`src/design/rgb_to_hsv_converter_assert.svh`:
```
// Assertion macros for the RGB to HSV converter.
`ifndef RGB_TO_HSV_CONVERTER_ASSERT_SVH
`define RGB_TO_HSV_CONVERTER_ASSERT_SVH

// cond holds in the same cycle as trig
`define RHC_ASSERT_NOW(lbl, trig, cond) \
  lbl: assert property (@(posedge clk) disable iff (rst) (trig) |-> (cond)) \
    else $error("rgb_to_hsv_converter: assertion failed");

// cond holds in the cycle after trig
`define RHC_ASSERT_NEXT(lbl, trig, cond) \
  lbl: assert property (@(posedge clk) disable iff (rst) (trig) |=> (cond)) \
    else $error("rgb_to_hsv_converter: assertion failed");

`endif

```
`src/design/rhc_pkg.sv`:
```
`timescale 1ns / 1ps
package rhc_pkg;

  localparam int CH_W          = 8;
  localparam int HUE_W         = 15;
  localparam int SAT_W         = 16;
  localparam int HUE_FRAC_BITS = 6;
  localparam int HUE_SCALE     = 60 * (1 << HUE_FRAC_BITS);
  localparam int HUE_Q_W       = $clog2(360 * (1 << HUE_FRAC_BITS));
  localparam int STEPS         = (SAT_W > HUE_Q_W) ? SAT_W : HUE_Q_W;
  localparam int DVD_W         = STEPS + CH_W;
  localparam int TERM_W        = $clog2(6 * ((1 << CH_W) - 1) + 1);
  localparam int LATENCY       = STEPS + 3;

  typedef struct packed {
    logic [CH_W-1:0] red;
    logic [CH_W-1:0] green;
    logic [CH_W-1:0] blue;
  } pixel_t;

  typedef struct packed {
    logic [HUE_W-1:0] hue;
    logic [SAT_W-1:0] saturation;
    logic [CH_W-1:0]  brightness;
  } result_t;

  typedef struct packed {
    logic              valid;
    logic              gray;
    logic [CH_W-1:0]   mx;
    logic [CH_W-1:0]   delta;
    logic [TERM_W-1:0] term;
  } sector_t;

  typedef struct packed {
    logic             valid;
    logic             gray;
    logic [CH_W-1:0]  mx;
    logic [CH_W-1:0]  delta;
    logic [CH_W-1:0]  sat_rem;
    logic [STEPS-1:0] sat_lo;
    logic [CH_W-1:0]  hue_rem;
    logic [STEPS-1:0] hue_lo;
  } cell_t;

endpackage

```
`src/design/rhc_prep.sv`:
```
`timescale 1ns / 1ps
module rhc_prep import rhc_pkg::*; (
  input  logic   clk,
  input  logic   rst,
  input  logic   load,
  input  pixel_t pixel,
  output cell_t  head
);

  logic [CH_W-1:0]   mx;
  logic [CH_W-1:0]   mn;
  logic [CH_W-1:0]   delta;
  logic [TERM_W-1:0] term;
  sector_t           sector;
  sector_t           sector_next;
  cell_t             head_next;
  logic [DVD_W-1:0]  sat_dvd;
  logic [DVD_W-1:0]  hue_dvd;

  always_comb begin
    mx = (pixel.red > pixel.green) ? pixel.red : pixel.green;
    if (pixel.blue > mx) begin
      mx = pixel.blue;
    end
    mn = (pixel.red < pixel.green) ? pixel.red : pixel.green;
    if (pixel.blue < mn) begin
      mn = pixel.blue;
    end
    delta = mx - mn;
    if (pixel.red == mx) begin
      if (pixel.green >= pixel.blue) begin
        term = TERM_W'(pixel.green - pixel.blue);
      end else begin
        term = TERM_W'(6) * TERM_W'(delta) - TERM_W'(pixel.blue - pixel.green);
      end
    end else if (pixel.green == mx) begin
      term = TERM_W'(2) * TERM_W'(delta) + TERM_W'(pixel.blue) - TERM_W'(pixel.red);
    end else begin
      term = TERM_W'(4) * TERM_W'(delta) + TERM_W'(pixel.red) - TERM_W'(pixel.green);
    end
    sector_next.valid = load;
    sector_next.gray  = (delta == '0);
    sector_next.mx    = mx;
    sector_next.delta = delta;
    sector_next.term  = term;
  end

  always_ff @(posedge clk) begin
    if (rst) begin
      sector <= '0;
    end else begin
      sector <= sector_next;
    end
  end

  always_comb begin
    sat_dvd = (DVD_W'(sector.delta) << SAT_W) - DVD_W'(sector.delta);
    hue_dvd = DVD_W'(sector.term) * DVD_W'(HUE_SCALE);
    head_next.valid   = sector.valid;
    head_next.gray    = sector.gray;
    head_next.mx      = sector.mx;
    head_next.delta   = sector.delta;
    head_next.sat_rem = sat_dvd[DVD_W-1:STEPS];
    head_next.sat_lo  = sat_dvd[STEPS-1:0];
    head_next.hue_rem = hue_dvd[DVD_W-1:STEPS];
    head_next.hue_lo  = hue_dvd[STEPS-1:0];
  end

  always_ff @(posedge clk) begin
    if (rst) begin
      head <= '0;
    end else begin
      head <= head_next;
    end
  end

endmodule

```
`src/design/rhc_cell.sv`:
```
`timescale 1ns / 1ps
module rhc_cell import rhc_pkg::*; (
  input  logic  clk,
  input  logic  rst,
  input  cell_t prev,
  output cell_t stage
);

  logic [CH_W:0] sat_t;
  logic [CH_W:0] hue_t;
  logic          sat_ge;
  logic          hue_ge;
  cell_t         stage_next;

  always_comb begin
    sat_t  = {prev.sat_rem, prev.sat_lo[STEPS-1]};
    hue_t  = {prev.hue_rem, prev.hue_lo[STEPS-1]};
    sat_ge = (sat_t >= {1'b0, prev.mx});
    hue_ge = (hue_t >= {1'b0, prev.delta});
    stage_next = prev;
    stage_next.sat_rem = sat_ge ? CH_W'(sat_t - {1'b0, prev.mx}) : CH_W'(sat_t);
    stage_next.hue_rem = hue_ge ? CH_W'(hue_t - {1'b0, prev.delta}) : CH_W'(hue_t);
    stage_next.sat_lo  = {prev.sat_lo[STEPS-2:0], sat_ge};
    stage_next.hue_lo  = {prev.hue_lo[STEPS-2:0], hue_ge};
  end

  always_ff @(posedge clk) begin
    if (rst) begin
      stage <= '0;
    end else begin
      stage <= stage_next;
    end
  end

endmodule

```
`src/design/rgb_to_hsv_converter.sv`:
```
`timescale 1ns / 1ps
// RGB to HSV converter, one 8-bit RGB pixel in, one HSV result out.
// Input: drive pixel and raise start; the transaction is taken at a rising
//   edge where start is high and busy is low. busy is high only during reset,
//   so a new pixel can be taken on every clock.
// Output: done is high for exactly one cycle with result valid in that cycle;
//   the receiver has no way to stall, so it must take every result.
// result.hue is hue in 1/64 degree, result.saturation is 65535*(max-min)/max,
//   result.brightness is the largest channel. Gray pixels give hue and
//   saturation of zero.
// Throughput: one pixel per cycle while busy is low, that is outside reset.
// Two setup stages find max, min and hue sector, then a row of 16 cells each
//   yields one quotient bit of both divisions; an output register follows.
// Results come out in the order the pixels went in.
// Reset clears every valid flag in the pipeline; pixels in flight are dropped
//   and no done pulse follows reset until a new pixel is taken.
module rgb_to_hsv_converter import rhc_pkg::*; (
  input  logic    clk,
  input  logic    rst,
  input  logic    start,
  output logic    busy,
  input  pixel_t  pixel,
  output logic    done,
  output result_t result
);

  cell_t chain [STEPS+1];
  logic  accept;

  assign busy   = rst;
  assign accept = start && !busy;

  rhc_prep u_prep (
    .clk   (clk),
    .rst   (rst),
    .load  (accept),
    .pixel (pixel),
    .head  (chain[0])
  );

  for (genvar i = 0; i < STEPS; i++) begin : g_cell
    rhc_cell u_cell (
      .clk   (clk),
      .rst   (rst),
      .prev  (chain[i]),
      .stage (chain[i+1])
    );
  end

  always_ff @(posedge clk) begin
    result.brightness <= chain[STEPS].mx;
    result.saturation <= chain[STEPS].gray ? '0 : chain[STEPS].sat_lo[SAT_W-1:0];
    result.hue        <= chain[STEPS].gray ? '0 : chain[STEPS].hue_lo[HUE_W-1:0];
    if (rst) begin
      done <= 1'b0;
    end else begin
      done <= chain[STEPS].valid;
    end
  end

`include "rgb_to_hsv_converter_assert.svh"

  `RHC_ASSERT_NOW(a_latency, 1'b1, done == $past(accept, LATENCY))
  `RHC_ASSERT_NOW(a_gray_hue, done && (result.saturation == '0), result.hue == '0)
  `RHC_ASSERT_NOW(a_black_sat, done && (result.brightness == '0), result.saturation == '0)
  `RHC_ASSERT_NOW(a_head_flow, $past(accept, 2), chain[0].valid)

endmodule

```
`config.mk`:
```
export PLATFORM = sky130hd
export DESIGN_NAME = rgb_to_hsv_converter
export DESIGN_NICKNAME = d
export VERILOG_FILES = /design/src/design/rhc_pkg.sv /design/src/design/rhc_prep.sv /design/src/design/rhc_cell.sv /design/src/design/rgb_to_hsv_converter.sv
export VERILOG_INCLUDE_DIRS = /design/src /design/src/design
export SDC_FILE = /design/constraint.sdc
export NUM_CORES = 2
export LEC_CHECK = 0
export BUFFER_PORTS_ARGS = -buffer_cell sky130_fd_sc_hd__buf_2
export CELL_PAD_IN_SITES_DETAIL_PLACEMENT = 1
export CELL_PAD_IN_SITES_GLOBAL_PLACEMENT = 1
export CORE_ASPECT_RATIO = 1.4
export CORE_MARGIN = 5
export CORE_UTILIZATION = 45
export CTS_CLUSTER_DIAMETER = 30
export DETAILED_ROUTE_END_ITERATION = 12
export GPL_TIMING_DRIVEN = 0
export PLACE_DENSITY = 0.87
export REMOVE_ABC_BUFFERS = 1
export SLEW_MARGIN = 20
export SYNTH_ARGS = -nofsm -noshare
export SYNTH_HDL_FRONTEND = slang
export SYNTH_SLANG_ARGS = --single-unit
```
`constraint.sdc`:
```
create_clock -name clk -period 8.9 [get_ports clk]
set_input_delay 1.335 -clock clk [delete_from_list [all_inputs] [get_ports clk]]
set_output_delay 1.335 -clock clk [all_outputs]
set_load 0.02 [all_outputs]
```
==> impl_metrics.toml <==
[run_status]
outcome = "finished clean"

[final_layout]
final_area_mm2 = 0.0508
fill_cells = 10600
multi_input_area_mm2 = 0.0213
final-seq-area_mm2 = 0.0206
antennaDiodeCount = 0
final_layout_size_suffix_gt1_share_pct = 9.26
area_growth_pct = 16.6
nets = 5176
fin_util_pct = 52.7

[clock_tree]
clockBufferDepth = 3
clk_latency_ps = 760
cts_sinks = 1030
cts_max_level = 4
numCtsBuffers = 146
root_buffer = "clkbuf_16"
hold_buffers = 0
cts_tree = "built"
clkSlewWorstSetupHoldPaths_ps = 50

[die]
core_area_mm2 = 0.0964
start_util_pct = 45.2
dieHeight_um = 378
rows = 135
die_w_um = 273
ioPinCount = 68
die-area_mm2 = 0.103

[routing]
drtAntennaViolNets = 0
wl_met1_mm = 39.4
drt_iter0_drc = 1355
wl_met3_mm = 3.56
wl_per_cell_um = 19.3
drt-total-wl_mm = 119
via_per_inst = 5.25
routed.top_layer = "met4"
remaining_drc_errors = 0
vias = 32300
wl_met2_mm = 67.5
drt_first_pass_iters = 5

[synthesis]
netlist_instances = 4627
avgSynthCellArea_um2 = 9.42
seq_area_frac_synth_pct = 47.3
yosysWarnings = 0
netlist.area_leader.share_pct = 47.3
synth_cell_types = 73
async_flop_share_pct = 0
synth_seq_cells = 1030
yosysMostFrequentCell = "dfxtp_1"
synth_area_leaders = "dfxtp_1 (47%), ha_1 (10%), nor2b_1 (8.0%)"
ys.flop_type = "dfxtp_1"
yosys.area.top_type = "dfxtp_1"
syn_area_mm2 = 0.0436
synth_edf_count = 0
yosys-top-cells-count = "dfxtp_1 (1030), nor2_1 (796), nor2b_1 (559)"

[pwr]
p_total_uw = 18800
vdd_drop_max_v = 0.000274
p_leak_uw = 0.0214
power_density_mw_per_mm2 = 369

[timing]
min_period_ps = 8800
slew-limit-headroom_pct = 29.3
fin_crit_sh_pct = 98.8
hold_slack_ps = 327
setup-violations-final = 0
max_freq_mhz = 114
fin_tns_setup_ps = 0
tightest_slew_ps = 1060
drv_slew = 0
clock_skew_ps = 37.7
finalHoldViolCount = 0

[global_routing]
first_global_vias = 36800
antenna_found_initial = 0
grt_usage_pct = 22.5
grt_remaining_overflow = 0
grt_max_degree = 143
grt_pass1_wl_mm = 188

[worst_setup_path]
cp-end-kind = "flop"
slowest_stage = "fa_1"
crit_arrival_ps = 9460
cpMostUsedCell = "ha_1"
worstSetupPathType = "in -> reg"
path_max_fanout = 9
worstSetupStartpointType = "primary input"
required_ps = 9570
critPathMaxStageDelay_ps = 440

[flow_run]
cap_viol_max_count = 0

[worst_hold_path]
hold_class = "reg -> reg"

[placed_design]
dpl_cell_area_mm2 = 0.0452
dp_hpwl_mm = 68.7
routabilityCongestion = 0.923
numPortBuffers = 67
==> through the flow <==
| step | worst slack, ps | instances |
|---|---|---|
| floorplan | -595 | 4475 |
| global placement | -7810 | 5843 |
| CTS | 33.3 | 6127 |
| detailed placement | -2600 | 5851 |
| global route | -215 | 6141 |
| finish | 104 | 6141 |
==> cells by family after synthesis <==
kind of cell,count (synthesis),synth area share [%]
adders and majority gates,430,13.4
and+or+nand+nor,1623,18.4
AOI/OAI and AO/OA,732,10.3
DFF,1030,47.3
muxes,73,1.70
xor gates and xnor gates,208,4.28
buffers and inverters,531,4.60
==> cells in the final DEF, fill, tap and decap left out, types with 11 or more instances in the layout <==
cell,instances
xnor2_1,138
inv_1,373
xor2_1,56
clkinvlp_4,20
a21oi_1,279
ha_1,362
dfxtp_1,1029
nor2_1,795
clkinv_2,16
nand2b_1,67
a211oi_1,17
mux2i_1,65
nand4_1,59
a21o_1,169
o21ai_0,137
fa_1,64
inv_6,22
buf_4,24
clkbuf_1,11
buf_2,66
o21bai_1,26
a31oi_1,12
bufinv_16,13
nor2b_1,558
a21oi_2,30
clkbuf_16,154
clkbuf_8,12
nor3_1,43
nand2_1,49
==> flip-flops by register name, indices dropped and copies added, names as in the netlist <==
signal and count:
u_prep.head_next 18, u_prep.sector 11, g_cell.u_cell.stage 906, u_prep.head 55, result 39, done 1
==> cell type report <==
class,count,area share (%)
clock inverters,89,2.00
clock buffers,177,7.99
well taps,1301,3.20
repair buffers,98,1.41
inverters,379,2.81
multi-input cells,3067,42.0
flip-flops and latches,1030,40.6
==> report_power, final <==
part           internal (µW)  total [µW]  switching (µW)
combinational           3080        7510            4430
clock                   3680        5970            2290
sequential              5040        5300             253
total                  11800       18800            6960
==> layer usage <==
metal / track usage (%) / vias to the layer above
li1: - / 15200
met2: 45.8 / 738
met1: 19.6 / 15800
met3: 3.97 / 466
met5: 0 / -
met4: 14.5 / 0
==> worst paths after layout <==
kind	startpoint	to	slack (ps)	cells after the start
max	pixel[13]	u_prep.sector[10]	100	40
min	g_cell[15].u_cell.stage[56]	result[0]	330	0
max reg2reg	u_prep.sector[2]	u_prep.head[22]	4710	16
min reg2reg	g_cell[15].u_cell.stage[56]	result[0]	330	0
==> worst max-delay path, delay by kind of cell <==
family                   cells  cell delay, ps
adder cells (fa/ha/maj)      6            2010
XOR/XNOR                     4             830
multiplexers                 1             200
buffers and inverters        6             930
AND/OR/NAND/NOR              8            1140
AO/OA/AOI/OAI               15            2960
==> timing repair <==
item,in CTS,in global routing
endpoints found under the setup margin,7,3
pin swaps,3,8
gates cloned,0,1
resized for setup,20,31
setup buffers,10,13
Power figures use the tool's default switching activity.
